==> config.mk <==
export PLATFORM = sky130hd
export DESIGN_NAME = fractal_value_noise_flat
export DESIGN_NICKNAME = d
export VERILOG_FILES = /design/src/rtl/core/fvn_pkg.sv /design/src/rtl/core/fvn_if.sv /design/src/rtl/core/fractal_value_noise.sv /design/src/flat_wrapper.sv
export SDC_FILE = /design/constraint.sdc
export NUM_CORES = 2
export LEC_CHECK = 0
export BUFFER_PORTS_ARGS = -buffer_cell sky130_fd_sc_hd__buf_2
export CAP_MARGIN = 10
export CORE_ASPECT_RATIO = 1.2
export CORE_MARGIN = 2
export CORE_UTILIZATION = 45
export DETAILED_ROUTE_END_ITERATION = 7
export PLACE_DENSITY_LB_ADDON = 0.08
export SLEW_MARGIN = 20
export SYNTH_ARGS = -nofsm -noshare
export SYNTH_HDL_FRONTEND = slang
export SYNTH_SLANG_ARGS = --single-unit
export TNS_END_PERCENT = 50
==> constraint.sdc <==
create_clock -name i_clk -period 17.8 [get_ports i_clk]
set_input_delay 0 -clock i_clk [delete_from_list [all_inputs] [get_ports i_clk]]
set_output_delay 0 -clock i_clk [all_outputs]
set_load 0.1 [all_outputs]
==> src/rtl/core/fvn_pkg.sv <==
`default_nettype none
package fvn_pkg;

    // Field widths of the channels.
    localparam int unsigned COORD_W = 24;
    localparam int unsigned NOISE_W = 16;
    localparam int unsigned SEED_W  = 32;
    localparam int unsigned INVS_W  = 24;
    localparam int unsigned OCT_W   = 4;
    localparam int unsigned PERS_W  = 16;
    localparam int unsigned CFG_IDX_W  = 8;
    localparam int unsigned CFG_DATA_W = 32;

    // Default octave limit.
    localparam int unsigned MAX_OCTAVES_DEF = 8;

    // Configuration register indexes.
    localparam logic [CFG_IDX_W-1:0] REG_SEED  = 8'd0;
    localparam logic [CFG_IDX_W-1:0] REG_INVS  = 8'd1;
    localparam logic [CFG_IDX_W-1:0] REG_OCT   = 8'd2;
    localparam logic [CFG_IDX_W-1:0] REG_PERS  = 8'd3;

    // Reset values of the configuration registers.
    localparam logic [SEED_W-1:0] SEED_RST = 32'd0;
    localparam logic [INVS_W-1:0] INVS_RST = 24'd838861;
    localparam logic [OCT_W-1:0]  OCT_RST  = 4'd4;
    localparam logic [PERS_W-1:0] PERS_RST = 16'd32768;

    // Hash and octave constants.
    localparam logic [31:0] HASH_MUL_X  = 32'h9e3779b9;
    localparam logic [31:0] HASH_MUL_Y  = 32'h85ebca6b;
    localparam logic [31:0] HASH_MUL_A  = 32'h7feb352d;
    localparam logic [31:0] HASH_MUL_B  = 32'h846ca68b;
    localparam logic [31:0] OCT_SEED_STEP = 32'h68bc21eb;
    localparam logic [NOISE_W-1:0] HALF_Q16 = 16'h8000;
    localparam logic [16:0] ONE_Q16 = 17'h10000;
    localparam logic [17:0] THREE_Q16 = 18'd196608;

    // Octave frequency 2.03^k in Q8.16, saturated from octave 8 on.
    function automatic logic [23:0] freq_of(input logic [3:0] k);
        logic [23:0] f;
        case (k)
            4'd0:    f = 24'd65536;
            4'd1:    f = 24'd133038;
            4'd2:    f = 24'd270067;
            4'd3:    f = 24'd548237;
            4'd4:    f = 24'd1112920;
            4'd5:    f = 24'd2259228;
            4'd6:    f = 24'd4586233;
            4'd7:    f = 24'd9310054;
            default: f = 24'hFFFFFF;
        endcase
        return f;
    endfunction

    // Sequencer states.
    typedef enum logic [3:0] {
        S_IDLE = 4'b0001,
        S_OCT  = 4'b0010,
        S_DIV  = 4'b0100,
        S_OUT  = 4'b1000
    } t_state;

endpackage
`default_nettype wire

==> src/rtl/core/fvn_if.sv <==
`default_nettype none
// Point request channel.
interface fvn_pt_if;
    logic                          valid;
    logic                          ready;
    logic [fvn_pkg::COORD_W-1:0]   x_coord;
    logic [fvn_pkg::COORD_W-1:0]   y_coord;
    modport source (output valid, output x_coord, output y_coord, input ready);
    modport sink   (input valid, input x_coord, input y_coord, output ready);
endinterface

// Noise result channel.
interface fvn_res_if;
    logic                          valid;
    logic                          ready;
    logic [fvn_pkg::NOISE_W-1:0]   noise_value;
    modport source (output valid, output noise_value, input ready);
    modport sink   (input valid, input noise_value, output ready);
endinterface

// Configuration write channel.
interface fvn_cfg_if;
    logic                            valid;
    logic                            ready;
    logic [fvn_pkg::CFG_IDX_W-1:0]   index;
    logic [fvn_pkg::CFG_DATA_W-1:0]  data;
    modport source (output valid, output index, output data, input ready);
    modport sink   (input valid, input index, input data, output ready);
endinterface
`default_nettype wire

==> src/rtl/core/fractal_value_noise.sv <==
`default_nettype none
// Channel   Dir  Payload                         Accept
// i_pt      in   x_coord, y_coord (s Q15.8)      valid & ready
// o_res     out  noise_value (u Q0.16)           valid & ready
// i_cfg     in   index, data                     valid & ready (ready always high)
//
// One point runs the octave steps once per octave, then the divide, then the
// handoff; its pace is set by the single shared 33x33 multiplier that every
// product of an octave passes through, and by the one-bit-per-cycle divider.
// With zero octaves the request skips the octave steps and the divide and goes to S_OUT.
// Reset (synchronous, active low) restores the register defaults and idles.
// A result waiting on a stalled output does not block the next request.
module fractal_value_noise #(
    parameter int unsigned MAX_OCTAVES = fvn_pkg::MAX_OCTAVES_DEF
) (
    input  wire logic  i_clk,
    input  wire logic  i_rst_n,
    fvn_pt_if.sink     i_pt,
    fvn_res_if.source  o_res,
    fvn_cfg_if.sink    i_cfg
);

    localparam int unsigned ASUM_W = 17 + $clog2(MAX_OCTAVES + 1);
    localparam int unsigned ACC_W  = 24 + ASUM_W;

    // Step codes of one octave.
    localparam logic [4:0] ST_CX_FREQ = 5'd0;
    localparam logic [4:0] ST_CX_LO   = 5'd1;
    localparam logic [4:0] ST_CX_HI   = 5'd2;
    localparam logic [4:0] ST_CY_FREQ = 5'd3;
    localparam logic [4:0] ST_CY_LO   = 5'd4;
    localparam logic [4:0] ST_CY_HI   = 5'd5;
    localparam logic [4:0] ST_SX_SQ   = 5'd6;
    localparam logic [4:0] ST_SX_POLY = 5'd7;
    localparam logic [4:0] ST_SY_SQ   = 5'd8;
    localparam logic [4:0] ST_SY_POLY = 5'd9;
    localparam logic [4:0] ST_HX      = 5'd10;
    localparam logic [4:0] ST_HY      = 5'd11;
    localparam logic [4:0] ST_HA0     = 5'd12;
    localparam logic [4:0] ST_HB0     = 5'd13;
    localparam logic [4:0] ST_HA1     = 5'd14;
    localparam logic [4:0] ST_HB1     = 5'd15;
    localparam logic [4:0] ST_HA2     = 5'd16;
    localparam logic [4:0] ST_HB2     = 5'd17;
    localparam logic [4:0] ST_HA3     = 5'd18;
    localparam logic [4:0] ST_HB3     = 5'd19;
    localparam logic [4:0] ST_TOP_A   = 5'd20;
    localparam logic [4:0] ST_TOP_B   = 5'd21;
    localparam logic [4:0] ST_BOT_A   = 5'd22;
    localparam logic [4:0] ST_BOT_B   = 5'd23;
    localparam logic [4:0] ST_MIX_A   = 5'd24;
    localparam logic [4:0] ST_MIX_B   = 5'd25;
    localparam logic [4:0] ST_ACC     = 5'd26;
    localparam logic [4:0] ST_AMP     = 5'd27;

    // Configuration registers.
    logic [fvn_pkg::SEED_W-1:0] r_cfg_seed;
    logic [fvn_pkg::INVS_W-1:0] r_inv;
    logic [fvn_pkg::OCT_W-1:0]  r_oct;
    logic [fvn_pkg::PERS_W-1:0] r_pers;

    // Control.
    fvn_pkg::t_state r_state;
    logic [4:0]      r_step;
    logic [3:0]      r_k;
    logic [3:0]      r_bit;
    logic            r_out_valid;

    // Datapath.
    logic [23:0]       r_sx, r_sy;
    logic [39:0]       r_t, r_cx, r_cy;
    logic [43:0]       r_lo;
    logic [15:0]       r_f2;
    logic [16:0]       r_ssx, r_ssy;
    logic [31:0]       r_hx0, r_hy0, r_h, r_seed;
    logic [23:0]       r_corner [4];
    logic [23:0]       r_top, r_bot, r_noise;
    logic [16:0]       r_amp;
    logic [ASUM_W-1:0] r_amp_sum;
    logic [ACC_W-1:0]  r_acc, r_rem, r_dsr;
    logic [15:0]       r_q, r_out_data;

    logic signed [32:0] m_a, m_b;
    logic signed [65:0] m_p;
    logic [23:0]        coord;
    logic [1:0]         hj;
    logic [31:0]        hx, hy, h0, h1, h2, h3;
    logic [63:0]        coord_sum;
    logic [41:0]        lerp_sum;
    logic [4:0]         oct_lim;
    logic               last_oct, rem_ge, pt_acc;
    logic [ACC_W-1:0]   rem_sub;

    assign i_cfg.ready = 1'b1;
    assign i_pt.ready  = (r_state == fvn_pkg::S_IDLE);
    assign o_res.valid = r_out_valid;
    assign o_res.noise_value = r_out_data;
    assign pt_acc = i_pt.valid & i_pt.ready;

    // Effective octave count and last-octave flag.
    assign oct_lim  = ({1'b0, r_oct} > 5'(MAX_OCTAVES)) ? 5'(MAX_OCTAVES) : {1'b0, r_oct};
    assign last_oct = (({1'b0, r_k} + 5'd1) == oct_lim);

    // Hash operands for the corner of the current step.
    assign coord = (r_step < ST_CY_FREQ) ? r_sx : r_sy;
    assign hj    = 2'((r_step - ST_HA0) >> 1);
    assign hx    = hj[0] ? (r_hx0 + fvn_pkg::HASH_MUL_X) : r_hx0;
    assign hy    = hj[1] ? (r_hy0 + fvn_pkg::HASH_MUL_Y) : r_hy0;
    assign h0    = r_seed ^ hx ^ hy;
    assign h1    = h0 ^ (h0 >> 16);
    assign h2    = r_h ^ (r_h >> 15);
    assign h3    = m_p[31:0];

    // Shared multiplier operand selection.
    always_comb begin
        m_a = '0;
        m_b = '0;
        case (r_step) inside
            ST_CX_FREQ, ST_CY_FREQ: begin
                m_a = {{9{coord[23]}}, coord};
                m_b = {9'd0, fvn_pkg::freq_of(r_k)};
            end
            ST_CX_LO, ST_CY_LO: begin
                m_a = {13'd0, r_t[19:0]};
                m_b = {9'd0, r_inv};
            end
            ST_CX_HI, ST_CY_HI: begin
                m_a = {{13{r_t[39]}}, r_t[39:20]};
                m_b = {9'd0, r_inv};
            end
            ST_SX_SQ: begin
                m_a = {17'd0, r_cx[15:0]};
                m_b = {17'd0, r_cx[15:0]};
            end
            ST_SX_POLY: begin
                m_a = {17'd0, r_f2};
                m_b = {15'd0, fvn_pkg::THREE_Q16 - {1'b0, r_cx[15:0], 1'b0}};
            end
            ST_SY_SQ: begin
                m_a = {17'd0, r_cy[15:0]};
                m_b = {17'd0, r_cy[15:0]};
            end
            ST_SY_POLY: begin
                m_a = {17'd0, r_f2};
                m_b = {15'd0, fvn_pkg::THREE_Q16 - {1'b0, r_cy[15:0], 1'b0}};
            end
            ST_HX: begin
                m_a = {1'b0, {{8{r_cx[39]}}, r_cx[39:16]}};
                m_b = {1'b0, fvn_pkg::HASH_MUL_X};
            end
            ST_HY: begin
                m_a = {1'b0, {{8{r_cy[39]}}, r_cy[39:16]}};
                m_b = {1'b0, fvn_pkg::HASH_MUL_Y};
            end
            ST_HA0, ST_HA1, ST_HA2, ST_HA3: begin
                m_a = {1'b0, h1};
                m_b = {1'b0, fvn_pkg::HASH_MUL_A};
            end
            ST_HB0, ST_HB1, ST_HB2, ST_HB3: begin
                m_a = {1'b0, h2};
                m_b = {1'b0, fvn_pkg::HASH_MUL_B};
            end
            ST_TOP_A: begin
                m_a = {9'd0, r_corner[0]};
                m_b = {16'd0, fvn_pkg::ONE_Q16 - r_ssx};
            end
            ST_TOP_B: begin
                m_a = {9'd0, r_corner[1]};
                m_b = {16'd0, r_ssx};
            end
            ST_BOT_A: begin
                m_a = {9'd0, r_corner[2]};
                m_b = {16'd0, fvn_pkg::ONE_Q16 - r_ssx};
            end
            ST_BOT_B: begin
                m_a = {9'd0, r_corner[3]};
                m_b = {16'd0, r_ssx};
            end
            ST_MIX_A: begin
                m_a = {9'd0, r_top};
                m_b = {16'd0, fvn_pkg::ONE_Q16 - r_ssy};
            end
            ST_MIX_B: begin
                m_a = {9'd0, r_bot};
                m_b = {16'd0, r_ssy};
            end
            ST_ACC: begin
                m_a = {9'd0, r_noise};
                m_b = {16'd0, r_amp};
            end
            ST_AMP: begin
                m_a = {16'd0, r_amp};
                m_b = {17'd0, r_pers};
            end
            default: begin
                m_a = '0;
                m_b = '0;
            end
        endcase
    end

    assign m_p = m_a * m_b;

    // Scaled coordinate from high and low partial products, and lerp sums.
    assign coord_sum = {m_p[43:0], 20'd0} + {20'd0, r_lo};
    assign lerp_sum  = {1'b0, r_lo[40:0]} + {1'b0, m_p[40:0]};

    // Restoring divide step.
    assign rem_ge  = (r_rem >= r_dsr);
    assign rem_sub = rem_ge ? (r_rem - r_dsr) : r_rem;

    // Configuration writes.
    always_ff @(posedge i_clk) begin
        if (!i_rst_n) begin
            r_cfg_seed <= fvn_pkg::SEED_RST;
            r_inv      <= fvn_pkg::INVS_RST;
            r_oct      <= fvn_pkg::OCT_RST;
            r_pers     <= fvn_pkg::PERS_RST;
        end else if (i_cfg.valid) begin
            unique case (i_cfg.index)
                fvn_pkg::REG_SEED: r_cfg_seed <= i_cfg.data;
                fvn_pkg::REG_INVS: r_inv      <= i_cfg.data[fvn_pkg::INVS_W-1:0];
                fvn_pkg::REG_OCT:  r_oct      <= i_cfg.data[fvn_pkg::OCT_W-1:0];
                fvn_pkg::REG_PERS: r_pers     <= i_cfg.data[fvn_pkg::PERS_W-1:0];
                default: ;
            endcase
        end
    end

    // Sequencer control.
    always_ff @(posedge i_clk) begin
        if (!i_rst_n) begin
            r_state     <= fvn_pkg::S_IDLE;
            r_step      <= ST_CX_FREQ;
            r_k         <= '0;
            r_bit       <= '0;
            r_out_valid <= 1'b0;
        end else begin
            // The result register fills from S_OUT and empties when taken.
            if (r_state == fvn_pkg::S_OUT && (!r_out_valid || o_res.ready)) begin
                r_out_valid <= 1'b1;
            end else if (o_res.ready) begin
                r_out_valid <= 1'b0;
            end
            unique case (r_state)
                fvn_pkg::S_IDLE: begin
                    if (pt_acc) begin
                        r_step  <= ST_CX_FREQ;
                        r_k     <= '0;
                        r_state <= (oct_lim == 5'd0) ? fvn_pkg::S_OUT : fvn_pkg::S_OCT;
                    end
                end
                fvn_pkg::S_OCT: begin
                    if (r_step == ST_AMP) begin
                        r_step <= ST_CX_FREQ;
                        r_k    <= r_k + 4'd1;
                        if (last_oct) begin
                            r_bit   <= 4'd15;
                            r_state <= fvn_pkg::S_DIV;
                        end
                    end else begin
                        r_step <= r_step + 5'd1;
                    end
                end
                fvn_pkg::S_DIV: begin
                    r_bit <= r_bit - 4'd1;
                    if (r_bit == 4'd0) begin
                        r_state <= fvn_pkg::S_OUT;
                    end
                end
                fvn_pkg::S_OUT: begin
                    if (!r_out_valid || o_res.ready) begin
                        r_state <= fvn_pkg::S_IDLE;
                    end
                end
                default: r_state <= fvn_pkg::S_IDLE;
            endcase
        end
    end

    // Datapath registers.
    always_ff @(posedge i_clk) begin
        if (r_state == fvn_pkg::S_IDLE && pt_acc) begin
            r_sx      <= i_pt.x_coord;
            r_sy      <= i_pt.y_coord;
            r_seed    <= r_cfg_seed;
            r_amp     <= fvn_pkg::ONE_Q16;
            r_amp_sum <= '0;
            r_acc     <= '0;
            r_q       <= fvn_pkg::HALF_Q16;
        end
        if (r_state == fvn_pkg::S_OUT && (!r_out_valid || o_res.ready)) begin
            r_out_data <= r_q;
        end
        if (r_state == fvn_pkg::S_DIV) begin
            r_rem <= rem_sub;
            r_dsr <= r_dsr >> 1;
            r_q   <= {r_q[14:0], rem_ge};
        end
        if (r_state == fvn_pkg::S_OCT) begin
            case (r_step) inside
                ST_CX_FREQ, ST_CY_FREQ: r_t <= m_p[47:8];
                ST_CX_LO, ST_CY_LO:     r_lo <= m_p[43:0];
                ST_CX_HI:               r_cx <= coord_sum[63:24];
                ST_CY_HI:               r_cy <= coord_sum[63:24];
                ST_SX_SQ, ST_SY_SQ:     r_f2 <= m_p[31:16];
                ST_SX_POLY:             r_ssx <= m_p[32:16];
                ST_SY_POLY:             r_ssy <= m_p[32:16];
                ST_HX:                  r_hx0 <= m_p[31:0];
                ST_HY:                  r_hy0 <= m_p[31:0];
                ST_HA0, ST_HA1, ST_HA2, ST_HA3: r_h <= m_p[31:0];
                ST_HB0, ST_HB1, ST_HB2, ST_HB3: r_corner[hj] <= h3[23:0] ^ {8'd0, h3[31:16]};
                ST_TOP_A, ST_BOT_A, ST_MIX_A:   r_lo <= {3'd0, m_p[40:0]};
                ST_TOP_B:               r_top <= lerp_sum[39:16];
                ST_BOT_B:               r_bot <= lerp_sum[39:16];
                ST_MIX_B:               r_noise <= lerp_sum[39:16];
                ST_ACC: begin
                    r_acc     <= r_acc + ACC_W'(m_p[40:0]);
                    r_amp_sum <= r_amp_sum + ASUM_W'(r_amp);
                end
                ST_AMP: begin
                    r_amp  <= m_p[32:16];
                    r_seed <= r_seed + fvn_pkg::OCT_SEED_STEP;
                    r_rem  <= r_acc;
                    r_dsr  <= ACC_W'({r_amp_sum, 23'd0});
                end
                default: ;
            endcase
        end
    end

endmodule
`default_nettype wire

==> src/flat_wrapper.sv <==
// flat-port wrapper written by rule: the top's interface ports become plain ports
module fractal_value_noise_flat 
#(
    parameter int unsigned MAX_OCTAVES = fvn_pkg::MAX_OCTAVES_DEF
)
  (i_clk, i_rst_n, i_pt_valid, i_pt_x_coord, i_pt_y_coord, i_pt_ready, o_res_valid, o_res_noise_value, o_res_ready, i_cfg_valid, i_cfg_index, i_cfg_data, i_cfg_ready);
  fvn_pt_if i_pt_i ();
  fvn_res_if o_res_i ();
  fvn_cfg_if i_cfg_i ();
  input  wire logic i_clk;
  input  wire logic i_rst_n;
  input wire logic [$bits(i_pt_i.valid)-1:0] i_pt_valid;
  input wire logic [$bits(i_pt_i.x_coord)-1:0] i_pt_x_coord;
  input wire logic [$bits(i_pt_i.y_coord)-1:0] i_pt_y_coord;
  output wire logic [$bits(i_pt_i.ready)-1:0] i_pt_ready;
  output wire logic [$bits(o_res_i.valid)-1:0] o_res_valid;
  output wire logic [$bits(o_res_i.noise_value)-1:0] o_res_noise_value;
  input wire logic [$bits(o_res_i.ready)-1:0] o_res_ready;
  input wire logic [$bits(i_cfg_i.valid)-1:0] i_cfg_valid;
  input wire logic [$bits(i_cfg_i.index)-1:0] i_cfg_index;
  input wire logic [$bits(i_cfg_i.data)-1:0] i_cfg_data;
  output wire logic [$bits(i_cfg_i.ready)-1:0] i_cfg_ready;
  assign i_pt_i.valid = i_pt_valid;
  assign i_pt_i.x_coord = i_pt_x_coord;
  assign i_pt_i.y_coord = i_pt_y_coord;
  assign i_pt_ready = i_pt_i.ready;
  assign o_res_valid = o_res_i.valid;
  assign o_res_noise_value = o_res_i.noise_value;
  assign o_res_i.ready = o_res_ready;
  assign i_cfg_i.valid = i_cfg_valid;
  assign i_cfg_i.index = i_cfg_index;
  assign i_cfg_i.data = i_cfg_data;
  assign i_cfg_ready = i_cfg_i.ready;
  fractal_value_noise #(.MAX_OCTAVES(MAX_OCTAVES)) u_core (.i_clk(i_clk), .i_rst_n(i_rst_n), .i_pt(i_pt_i), .o_res(o_res_i), .i_cfg(i_cfg_i));
endmodule
==> flow_metrics.env <==
export IMPL_max_clock_path_buffers=3
export IMPL_ys_warn_count=0
export IMPL_io_pins=112
export IMPL_syn_instance_count=8088
export IMPL_cts_buffers=99
export IMPL_drc=0
export IMPL_rows=165
export IMPL_synth_nets=9365
export IMPL_reg2reg_depth=45
export IMPL_layout_drive_gt1_share_pct=8.35
export IMPL_cts_resized=0
export IMPL_globalplace_congestion=1.05
export IMPL_cp_max_fo=27
export IMPL_synthArstFlopShare_pct=0
export IMPL_startpoint="u_core.r_step[1]"
export IMPL_drv_cap=0
export IMPL_grt_pass1_vias=64900
export IMPL_fin_crit_sh_pct=92.0
export IMPL_hp_class="input pin to flop"
export IMPL_antenna_found_initial=24
export IMPL_synth_main_ff_cell="edfxtp_1"
export IMPL_drt_first_pass_iters=6
export IMPL_grt_first_pass_wirelength_um=471000
export IMPL_area_growth_pct=12.2
export IMPL_post_cts_buffers=0
export IMPL_r2r_end="u_core.r_acc[40]"
export IMPL_cp_slowest_cell="or4_1"
export IMPL_syn_area_per_cell_um2=9.39
export IMPL_cp_slowest_stage_delay_ns=0.91
export IMPL_status="finished, final reports clean"
export IMPL_cp_arrival_ns=17.03
export IMPL_root_buffer="clkbuf_16"
export IMPL_synth_edf_count=558
export IMPL_cp_data_required_time_ns=18.46
export IMPL_fp_dieW_um=379
export IMPL_startpoint_type="flop"
export IMPL_cts_max_level=3
export IMPL_clk_latency_ns=0.81
export IMPL_fillers=15800
export IMPL_report_final_setup_viol=0
export IMPL_slew_headroom_pct=15.5
export IMPL_fin_util_pct=50.8
export IMPL_io_buffers=110
export IMPL_yosysUniqueCellTypes=100
export IMPL_hold_viol=0
export IMPL_die_area_mm2=0.172
export IMPL_track_usage_pct=38.8
export IMPL_r2r_start="u_core.r_step[1]"
export IMPL_ys_ff_latch=881
export IMPL_final_max_slew_viol_count=0
export IMPL_cts_tree="built"
export IMPL_wire_per_inst_um=31.1
export IMPL_vias_per_cell=6.00
export IMPL_path_common_cell="fa_1"
export IMPL_dp_hpwl_um=257000
export IMPL_grt_max_degree=90
export IMPL_dr_first_iter_drc_count=6509
export IMPL_max_freq_ghz=0.0611
export IMPL_rrSetupSlack_ns=1.43
export IMPL_start_util_pct=45.2
export IMPL_endpoint="u_core.r_acc[40]"
export IMPL_path_class="flop to flop"
export IMPL_path_clk_slew_ns=0.07
export IMPL_core_area_mm2=0.168
export IMPL_via_count=64100
export IMPL_grt_ovfl_total=0
export IMPL_cts_sinks=881
export IMPL_syn_area_mm2=0.0760
export IMPL_fin_setup_tns_ns=0
export IMPL_drt_wl_total_um=332000
export IMPL_end_kind="flop"
export IMPL_ys_seq_area_share_pct=30.6
export IMPL_ant_nets=0
export IMPL_worstMarginPinSlew_ns=1.26
export IMPL_period_minus_slack_ns=16.37
export IMPL_layout_nets=9609
export IMPL_die_h_um=454
export IMPL_finClkSkew_ns=0.119
export IMPL_rsz0062_at_grt="false"
-- worst min-delay path by stage --
| stage | from | endpoint | slack, ns | depth (start not counted) |
|---|---|---|---|---|
| 2_1_floorplan | i_pt_x_coord[0] | u_core.r_sx[0] | 0.1 | 0 |
| 3_3_place_gp | i_pt_y_coord[0] | u_core.r_sy[0] | 0.18 | 1 |
| 3_5_place_dp | i_pt_y_coord[2] | u_core.r_sy[2] | 0.18 | 1 |
| 4_1_cts | i_pt_x_coord[17] | u_core.r_sx[17] | 0.0002 | 2 |
| 5_1_grt | i_pt_x_coord[17] | u_core.r_sx[17] | 0.03 | 2 |
| 6_report | i_pt_x_coord[17] | u_core.r_sx[17] | 0.03 | 2 |
-- worst max-delay path: cells and delay by family, from the launching register on --
family                   cells  cell delay, ns
AND/OR/NAND/NOR              8            2.47
buffers and inverters        9            2.33
adder cells (fa/ha/maj)     11            5.18
AO/OA/AOI/OAI               17            5.89
flip-flops                   1            0.31
-- placed cells by master (no fill, tap or decap), types with 146 or more instances in the layout --
master	n
ha_1	340
nand3_1	165
nor2_1	695
fa_1	844
a21oi_1	437
inv_1	1071
edfxtp_1	558
xnor2_1	259
o21ai_0	293
dlygate4sd3_1	146
dfxtp_1	322
buf_4	265
nand2_1	1010
-- through the flow --
step | area, um^2 | hold WS (ns) | std cells | setup WS, ns
floorplan | 76000 | 0.0989 | 8088 | 5.29
global placement | 80400 | 0.179 | 10300 | 1.91
detailed placement | 80400 | 0.178 | 10300 | 1.84
CTS | 85100 | 0.000200 | 10700 | 1.72
global route | 85300 | 0.0327 | 10700 | 1.14
finish | 85300 | 0.0342 | 10700 | 1.43
-- metal layers --
| layer | track usage (%) | wire (um) | vias to the layer above |
|---|---|---|---|
| li1 | - | - | 27600 |
| met1 | 44.6 | 120000 | 32400 |
| met2 | 63.0 | 155000 | 3067 |
| met3 | 8.29 | 25400 | 1032 |
| met4 | 30.6 | 31700 | 16 |
| met5 | 0 | 109 | - |
-- sequential cells by signal, indices dropped and copies added, names as in the netlist, 17 cells and up, named ones only --
name,cells
u_core.r_corner,96
u_core.r_hx0,32
u_core.r_h,32
u_core.r_top,24
u_core.r_bot,24
u_core.r_seed,32
u_core.r_ssy,17
u_core.r_dsr,45
u_core.r_ssx,17
u_core.r_acc,45
u_core.r_cx,40
u_core.r_amp_sum,21
u_core.r_sy,24
u_core.r_cy,40
u_core.r_sx,24
u_core.r_noise,24
u_core.r_hy0,32
u_core.r_inv,24
u_core.r_amp,17
u_core.r_lo,44
u_core.r_t,40
u_core.r_cfg_seed,32
u_core.r_rem,45
-- cells in the mapped netlist (all sizes together) (68+ instances only) --
| cell type | number | area (um^2) |
|---|---|---|
| a21o | 102 | 766 |
| a21oi | 453 | 2280 |
| and2 | 119 | 744 |
| clkbuf | 321 | 1200 |
| dfxtp | 323 | 6470 |
| edfxtp | 558 | 16800 |
| fa | 844 | 16900 |
| ha | 340 | 4250 |
| inv | 1073 | 4030 |
| mux2i | 68 | 681 |
| nand2 | 1011 | 3790 |
| nand3 | 166 | 831 |
| nor2 | 716 | 2700 |
| nor2b | 69 | 432 |
| nor3 | 109 | 561 |
| o21ai | 314 | 1570 |
| xnor2 | 271 | 2370 |
| xor2 | 118 | 1030 |
-- what timing repair did --
| action | in CTS | in global routing |
|---|---|---|
| endpoints found under the setup margin | 0 | 0 |
| endpoints found under the hold margin | 148 | 0 |
| hold buffers | 146 | 0 |
-- cells by family (layout without fill, tap and decap cells) --
| kind of cell | count (synthesis) | in the layout | synth area share [%] |
|---|---|---|---|
| adder cells (fa/ha/maj) | 1184 | 1184 | 27.8 |
| other | 1 | 15 | 0.00494 |
| multiplexers | 74 | 74 | 0.985 |
| AO/OA/AOI/OAI | 1565 | 1565 | 13.5 |
| buffers and inverters | 1459 | 1786 | 7.27 |
| XOR/XNOR | 401 | 401 | 4.84 |
| flip-flops | 881 | 881 | 30.6 |
| AND/OR/NAND/NOR | 2523 | 2523 | 15.0 |
-- final cells by class --
cell class              instances  area (um^2)  area share (%)
multi-input cells            5748        47900            56.1
flip-flops and latches        881        23200            27.2
repair buffers                528         4090            4.80
inverters                    1074         4030            4.73
well taps                    2254         2820            3.31
clock buffers                 128         2650            3.10
clock inverters                56          578           0.678
diodes                         14         35.0          0.0411
Power is left out: the tool's default activity adds up to more than one toggle a clock period on the data nets, which glitch-free logic cannot reach.
